**config.mk**
```make
export PLATFORM = sky130hd
export DESIGN_NAME = rrtne_step
export DESIGN_NICKNAME = d
export VERILOG_FILES = /design/src/sv/rrtne_pkg.sv /design/src/sv/rrtne_step.sv
export VERILOG_INCLUDE_DIRS = /design/src /design/src/sv
export SDC_FILE = /design/constraint.sdc
export NUM_CORES = 2
export LEC_CHECK = 0
export BUFFER_PORTS_ARGS = -buffer_cell sky130_fd_sc_hd__buf_2
export CELL_PAD_IN_SITES_DETAIL_PLACEMENT = 0
export CELL_PAD_IN_SITES_GLOBAL_PLACEMENT = 1
export CORE_MARGIN = 2
export CORE_UTILIZATION = 43
export CTS_CLUSTER_DIAMETER = 100
export CTS_CLUSTER_SIZE = 20
export DETAILED_ROUTE_END_ITERATION = 10
export PLACE_DENSITY = 0.8
export RECOVER_POWER = 50
export SYNTH_ARGS = -nofsm -noshare
export SYNTH_HDL_FRONTEND = slang
export SYNTH_SLANG_ARGS = --single-unit
```
**constraint.sdc**
```tcl
create_clock -name clk -period 24.4 [get_ports clk]
set_clock_uncertainty 0.15 [all_clocks]
set_input_delay 7.32 -clock clk [delete_from_list [all_inputs] [get_ports clk]]
set_output_delay 7.32 -clock clk [all_outputs]
set_load 0.02 [all_outputs]
```
**src/sv/rrt_nearest_extend_core_defines.svh**
```systemverilog
// Assertion macros shared by the tree-extension RTL.
// Needs a clk and an active-low rst_n in the module that uses them.
`ifndef RRT_NEAREST_EXTEND_CORE_DEFINES_SVH
`define RRT_NEAREST_EXTEND_CORE_DEFINES_SVH
`ifndef SYNTHESIS
`define RRTNE_ASSERT_IMPL(label, ante, cons) \
  label: assert property (@(posedge clk) disable iff (!rst_n) (ante) |-> (cons)) \
    else $error("rrtne assertion failed");
`define RRTNE_ASSERT_NEXT(label, ante, cons) \
  label: assert property (@(posedge clk) disable iff (!rst_n) (ante) |=> (cons)) \
    else $error("rrtne assertion failed");
`else
`define RRTNE_ASSERT_IMPL(label, ante, cons)
`define RRTNE_ASSERT_NEXT(label, ante, cons)
`endif
`endif

```
**src/sv/rrtne_pkg.sv**
```systemverilog
// Shared constants, state codes and request types of the tree-extension block.
// No dependencies.
package rrtne_pkg;
  localparam int MAX_NODES = 4096;
  localparam int COORD_W   = 16;
  localparam int SLOT_W    = $clog2(MAX_NODES);
  localparam int CNT_W     = SLOT_W + 1;
  localparam int SQ_W      = 2 * COORD_W;
  localparam int DIST_W    = 2 * COORD_W + 1;
  localparam int CFG_AW    = 5;

  localparam logic OP_RESTART = 1'b0;
  localparam logic OP_SAMPLE  = 1'b1;

  typedef enum logic [2:0] {
    REG_START_X  = 3'd0,
    REG_START_Y  = 3'd1,
    REG_GOAL_X   = 3'd2,
    REG_GOAL_Y   = 3'd3,
    REG_STEP     = 3'd4,
    REG_RADIUS   = 3'd5,
    REG_WORLD_W  = 3'd6,
    REG_WORLD_H  = 3'd7
  } reg_idx_t;

  typedef enum logic [2:0] {
    T_IDLE, T_SCAN, T_DECIDE, T_STEP_X, T_STEP_Y, T_WRITE, T_GOAL1, T_GOAL2
  } top_state_t;

  typedef enum logic [2:0] {
    S_IDLE, S_MAG, S_MUL, S_DIV, S_SQRT, S_DONE
  } step_state_t;

  typedef struct packed {
    logic               go;
    logic [COORD_W-1:0] from;
    logic [COORD_W-1:0] to;
    logic [DIST_W-1:0]  d2;
    logic [SQ_W-1:0]    s2;
  } step_req_t;

  typedef struct packed {
    logic               done;
    logic [COORD_W-1:0] coord;
  } step_rsp_t;
endpackage

```
**src/sv/rrtne_step.sv**
```systemverilog
// Step-point unit: one coordinate of the point one step from the nearest node.
// Multiplies, divides bit by bit, then takes an integer root. Uses rrtne_pkg.
`include "rrt_nearest_extend_core_defines.svh"
module rrtne_step (
  input  logic                clk,
  input  logic                rst_n,
  input  rrtne_pkg::step_req_t req,
  output rrtne_pkg::step_rsp_t rsp
);
  import rrtne_pkg::*;

  step_state_t        state_r, state_nxt;
  logic [COORD_W-1:0] from_r, from_nxt, to_r, to_nxt, coord_r, coord_nxt;
  logic [DIST_W-1:0]  d2_r, d2_nxt;
  logic [SQ_W-1:0]    s2_r, s2_nxt, mag2_r, mag2_nxt;
  logic [DIST_W:0]    rem_r, rem_nxt;
  logic [SQ_W-1:0]    numlo_r, numlo_nxt, quo_r, quo_nxt;
  logic [SQ_W-1:0]    sqv_r, sqv_nxt, sqres_r, sqres_nxt, sqbit_r, sqbit_nxt;
  logic [4:0]         cnt_r, cnt_nxt;
  logic [COORD_W-1:0] mag;
  logic [2*SQ_W-1:0]  prod;
  logic [DIST_W:0]    sh;
  logic               ge;
  logic [SQ_W-1:0]    trial;

  always_ff @(posedge clk) begin
    if (!rst_n) begin
      state_r <= S_IDLE;
    end else begin
      state_r <= state_nxt;
    end
    from_r  <= from_nxt;
    to_r    <= to_nxt;
    coord_r <= coord_nxt;
    d2_r    <= d2_nxt;
    s2_r    <= s2_nxt;
    mag2_r  <= mag2_nxt;
    rem_r   <= rem_nxt;
    numlo_r <= numlo_nxt;
    quo_r   <= quo_nxt;
    sqv_r   <= sqv_nxt;
    sqres_r <= sqres_nxt;
    sqbit_r <= sqbit_nxt;
    cnt_r   <= cnt_nxt;
  end

  always_comb begin
    state_nxt = state_r;
    from_nxt  = from_r;
    to_nxt    = to_r;
    coord_nxt = coord_r;
    d2_nxt    = d2_r;
    s2_nxt    = s2_r;
    mag2_nxt  = mag2_r;
    rem_nxt   = rem_r;
    numlo_nxt = numlo_r;
    quo_nxt   = quo_r;
    sqv_nxt   = sqv_r;
    sqres_nxt = sqres_r;
    sqbit_nxt = sqbit_r;
    cnt_nxt   = cnt_r;
    mag   = (to_r >= from_r) ? to_r - from_r : from_r - to_r;
    prod  = s2_r * mag2_r;
    sh    = {rem_r[DIST_W-1:0], numlo_r[SQ_W-1]};
    ge    = sh >= {1'b0, d2_r};
    trial = sqres_r + sqbit_r;
    rsp.done  = 1'b0;
    rsp.coord = coord_r;
    unique case (state_r)
      S_IDLE, S_DONE: begin
        rsp.done  = (state_r == S_DONE);
        state_nxt = S_IDLE;
        if (req.go) begin
          from_nxt  = req.from;
          to_nxt    = req.to;
          d2_nxt    = req.d2;
          s2_nxt    = req.s2;
          state_nxt = S_MAG;
        end
      end
      // square the offset magnitude
      S_MAG: begin
        mag2_nxt  = mag * mag;
        state_nxt = S_MUL;
      end
      // form step^2 * mag^2; its high half already lies below d2
      S_MUL: begin
        rem_nxt   = {2'b00, prod[2*SQ_W-1:SQ_W]};
        numlo_nxt = prod[SQ_W-1:0];
        quo_nxt   = '0;
        cnt_nxt   = 5'd31;
        state_nxt = S_DIV;
      end
      // one quotient bit per cycle
      S_DIV: begin
        rem_nxt   = ge ? sh - {1'b0, d2_r} : sh;
        quo_nxt   = {quo_r[SQ_W-2:0], ge};
        numlo_nxt = {numlo_r[SQ_W-2:0], 1'b0};
        cnt_nxt   = cnt_r - 5'd1;
        if (cnt_r == '0) begin
          sqv_nxt   = {quo_r[SQ_W-2:0], ge};
          sqres_nxt = '0;
          sqbit_nxt = SQ_W'(1) << (SQ_W - 2);
          cnt_nxt   = 5'd15;
          state_nxt = S_SQRT;
        end
      end
      // one root bit per cycle, then apply the sign of the offset
      S_SQRT: begin
        if (sqv_r >= trial) begin
          sqv_nxt   = sqv_r - trial;
          sqres_nxt = (sqres_r >> 1) + sqbit_r;
        end else begin
          sqres_nxt = sqres_r >> 1;
        end
        sqbit_nxt = sqbit_r >> 2;
        cnt_nxt   = cnt_r - 5'd1;
        if (cnt_r == '0) begin
          coord_nxt = (to_r >= from_r) ? from_r + sqres_nxt[COORD_W-1:0]
                                       : from_r - sqres_nxt[COORD_W-1:0];
          state_nxt = S_DONE;
        end
      end
      default: state_nxt = S_IDLE;
    endcase
  end

  `RRTNE_ASSERT_IMPL(a_go_free, req.go, state_r == S_IDLE || state_r == S_DONE)
  `RRTNE_ASSERT_IMPL(a_rem_below, state_r == S_DIV, rem_r < (DIST_W+1)'(d2_r))
  `RRTNE_ASSERT_NEXT(a_done_once, rsp.done, !rsp.done)
endmodule

```
Word level (Yosys, flattened, before mapping)

Cells that the tools add are included.

Flip-flop bits (word level): 345
Input bits: 100
Logic and storage cells: 69

$add $sub $neg: 9
$mul: 2
Order comparisons: 3
Equality and inequality tests: 8
Multiplexer cells: 22
Reduce and logical (&&, ||, !) cells: 11

Operators with widths:

| cell                                                             | number |
|---|---|
| 32-bit one-hot mux with 2 select lines                           | 4 |
| 32-bit two-way mux                                               | 6 |
| 33-bit one-hot mux with 2 select lines                           | 1 |
| 32-bit by 32-bit multiplier with 64-bit output                   | 1 |
| 31-bit one-hot mux with 2 select lines                           | 1 |
| 16-bit subtractor                                                | 3 |
| 34-bit by 33-bit >= comparator with 1-bit output                 | 1 |
| 33-bit two-way mux                                               | 1 |
| 33-bit subtractor                                                | 1 |
| 31-bit by 32-bit adder with 32-bit output                        | 1 |
| 32-bit adder                                                     | 1 |
| 32-bit >= comparator                                             | 1 |
| 16-bit by 16-bit multiplier with 32-bit output                   | 1 |
| 16-bit two-way mux                                               | 2 |
| 32-bit subtractor                                                | 1 |
| 16-bit adder                                                     | 1 |
| 16-bit >= comparator                                             | 1 |
| 3-bit one-hot mux with 5 select lines                            | 1 |
| 5-bit one-hot mux with 3 select lines                            | 1 |
| 2-bit AND reduction                                              | 4 |
| 3-bit by 2-bit == test with 1-bit output (second input constant) | 2 |
| 3-bit == test (second input constant)                            | 2 |
| 3-bit two-way mux                                                | 2 |
| 2-bit != test (second input constant)                            | 3 |
| other kinds (10)                                                 | 12 |

Longest topological paths before layout

Depth in word-level cells: 6
Gate-level depth with buffers: 37
Gate-level depth less buffers: 36

Worst setup path after synthesis

Ideal clock, no wire load.

Path type: input to register
From: in req[97] (netlist name)
To: reg d2_r[0], enable pin
Data arrival time: 14.283 ns
Required time: 23.559 ns
Setup slack: 9.275 ns
Cell stages on the path: 1
Cell sequence: nor3b_1

Longest elaborated chain between the ends: 1

RTL lines:

| item                                 | RTL line         | text |
|---|---|---|
| start: declaration                   | rrtne_step.sv:7  | `input rrtne_pkg::step_req_t req,` |
| 2-bit AND reduction (no source line) | -                |  |
| end signal: assignment               | rrtne_step.sv:35 | `d2_r <= d2_nxt;` |
| end: declaration                     | rrtne_step.sv:14 | `logic [DIST_W-1:0] d2_r, d2_nxt;` |

Every way passes these cells.
A chain may end at the register's enable or synchronous reset.

Worst setup path after layout

From: reg from_r[0]
To: reg mag2_r[31], data pin

Longest elaborated chain between the ends: 3
Elaborated cells on any way between the ends: 5
Classes of those cells: 2 x add/sub; 1 x mul; 1 x order compare; 1 x mux

RTL lines:

| item                                                             | RTL line         | text |
|---|---|---|
| start: declaration                                               | rrtne_step.sv:13 | `logic [COORD_W-1:0] from_r, from_nxt, to_r, to_nxt, coord_r, coord_nxt;` |
| start signal: assignment                                         | rrtne_step.sv:32 | `from_r <= from_nxt;` |
| 16-bit subtractor / 16-bit >= comparator (equally long branches) | rrtne_step.sv:62 | `mag = (to_r >= from_r) ? to_r - from_r : from_r - to_r;` |
| 16-bit two-way mux *                                             | rrtne_step.sv:62 |  |
| 16-bit by 16-bit multiplier with 32-bit output *                 | rrtne_step.sv:83 | `mag2_nxt = mag * mag;` |
| end signal: assignment                                           | rrtne_step.sv:37 | `mag2_r <= mag2_nxt;` |
| end: declaration                                                 | rrtne_step.sv:15 | `logic [SQ_W-1:0] s2_r, s2_nxt, mag2_r, mag2_nxt;` |

Mark *: on every way between the ends. The rest lies on a longest branch, timed or not.

==> impl_metrics.json <==
{
  "finalWirelength_mm": 154,
  "placementRows": 136,
  "worst_path_largest_cell_delay_ns": 0.90,
  "synth_area_sq_mm": 0.0595,
  "slew_headroom": -1.86,
  "cts_tree": "done",
  "synth_most_common_cell": "inv_1",
  "ff2ff_setup_slack_ns": 13.54,
  "tightest_slew_ns": 4.29,
  "ys_warn_count": 0,
  "ys_top_cells_by_count": "inv_1, fa_1, nand2_1",
  "violations": "capacitance limit, slew limit",
  "syn_to_final_growth_pct": 5.20,
  "viasPerCell": 5.32,
  "clock_latency_ns": 0.64,
  "dpl_cell_area_sq_mm": 0.0619,
  "die_h_um": 376,
  "setup_viol": 0,
  "critical_path_required_ns": 24.59,
  "cp-start-kind": "flop",
  "dp.cells": 8144,
  "antenna_found_initial": 4,
  "hold_ws_ns": 0.370,
  "cts_inserted_buffers": 25,
  "num_vias": 43580,
  "ys_ff_latch": 328,
  "slowest_stage": "clkbuf_1",
  "ant_nets": 0,
  "synthCells": 6444,
  "overflow": 0,
  "path_class": "reg2reg",
  "fp.dieW_um": 376,
  "drc": 0,
  "outcome": "complete, but fails checks",
  "drive_gt1_frac": 0.0460,
  "fin_crit_ns": 10.86,
  "cts_buffer_depth": 3,
  "coreArea_sq_mm": 0.137,
  "clock.fmax_mhz": 92.1,
  "synth_cell_types": 101,
  "dieArea_sq_mm": 0.141,
  "synth.avg_cell_area_sq_um": 9.24,
  "synth_flop_cell": "edfxtp_1",
  "synth.top_cell.area_share": 0.347,
  "postCtsSetupRepairBufs": 0,
  "period_share": 0.445,
  "fin_cells": 8190,
  "min_path_type": "reg2reg",
  "synth-edff-count": 325,
  "synthArstFlopShare": 0,
  "fin_nets": 8044,
  "cts_resized": 0,
  "grt_pass1_wl_mm": 251,
  "cp-end-kind": "flop",
  "crit_arrival_ns": 11.05,
  "hpwlAfterDp_mm": 119,
  "drtIter0Drc": 2748,
  "fin_area_sq_mm": 0.0626,
  "start_util": 0.433,
  "crit_fanout": 21,
  "rsz0062_at_grt": "no",
  "yosys.area.top_type": "fa_1",
  "max_cap_violations": 11,
  "ctsHoldBuffers": 0,
  "hold_viol_final": 0,
  "grt_max_degree": 95,
  "gp_congestion": 0.886,
  "cts_root_buf": "clkbuf_16",
  "wire_per_inst_um": 18.9,
  "synth_nets": 8111,
  "io_pins": 117,
  "maxSlewViolCount": 572,
  "grt_pass1_vias": 46348,
  "htree_levels": 1,
  "cts.clk_slew.worst_paths_ns": 0.08,
  "finalSetupTns_ns": 0,
  "drt_pass1_iterations": 5,
  "grtUsageTotal": 0.223,
  "port_buffers": 116,
  "cts_sinks": 328,
  "ys_seq_area_frac": 0.165,
  "synth.area.top_cells": "fa_1, edfxtp_1, ha_1, inv_1, nand2_1"
}
[layout by cell type, fill, tap and decap left out, drive strengths merged, types with 32 or more instances in the layout]
| cell | netlist | routed |
|---|---|---|
| a21o | 118 | 118 |
| a21oi | 238 | 238 |
| a31oi | 33 | 33 |
| and2 | 350 | 350 |
| and3 | 72 | 72 |
| buf | 39 | 190 |
| clkbuf | 262 | 47 |
| edfxtp | 325 | 325 |
| fa | 1033 | 1033 |
| ha | 534 | 534 |
| inv | 1304 | 1310 |
| nand2 | 923 | 923 |
| nand3 | 57 | 57 |
| nand4 | 34 | 34 |
| nor2 | 252 | 252 |
| nor3 | 54 | 54 |
| o21a | 32 | 32 |
| o21ai | 183 | 183 |
| xnor2 | 123 | 123 |
| xor2 | 112 | 112 |
[worst max-delay path, delay by kind of cell, from the launching register on]
kind / cells / cell delay, ns
fa+ha+maj: 9 / 4.01
compound gates: 11 / 3.02
buf+inv: 10 / 1.98
simple gates: 4 / 0.63
flops: 1 / 0.43
xor+xnor: 2 / 0.34
[registers in the layout, summed over array words and instances (netlist names)]
signal and count:
sqbit_r 16, sqv_r 32, cnt_r 5, quo_r 31
mag2_r 31, state_r 3, numlo_r 32, from_r 16
rem_r 33, to_r 16, d2_r 33, coord_r 16
sqres_r 32, s2_r 32
[routing by layer]
metal	part of all wire	GRT usage
met1	0.42	0.293
met2	0.49	0.383
met3	0.056	0.0281
met4	0.035	0.0709
met5	0	0
[final timing paths]
kind / from / endpoint / depth (start not counted)
max: from_r[0] / mag2_r[31] / 36
min: numlo_r[12] / numlo_r[13] / 2
max reg2reg: from_r[0] / mag2_r[31] / 36
min reg2reg: numlo_r[12] / numlo_r[13] / 2
[cell families after synthesis]
group                    synth area share
AND/OR/NAND/NOR                     0.147
buffers and inverters               0.102
adder cells (fa/ha/maj)             0.459
AO/OA/AOI/OAI                      0.0866
flip-flops                          0.165
XOR/XNOR                           0.0351
multiplexers                      0.00492
other                            0.000126
[area by class of cell]
type | count | area, sq um
clock buffer | 30 | 644
fill | 13235 | 74800
multi-input combinational | 4511 | 43700
inverter | 1304 | 4890
tap | 1794 | 2240
sequential | 328 | 9820
antenna | 4 | 10.0
timing repair buffer | 207 | 1200
clock inverter | 12 | 181
[per-stage QoR]
stage	setup WS, ns	util
after floorplan	9.28	-
after global placement	14.66	0.450
after detailed placement	14.53	0.450
after CTS	14.52	0.456
after global routing	12.86	0.456
final	13.54	0.456
Power is left out: the tool's default activity adds up to more than one toggle a clock period on the data nets, which glitch-free logic cannot reach.
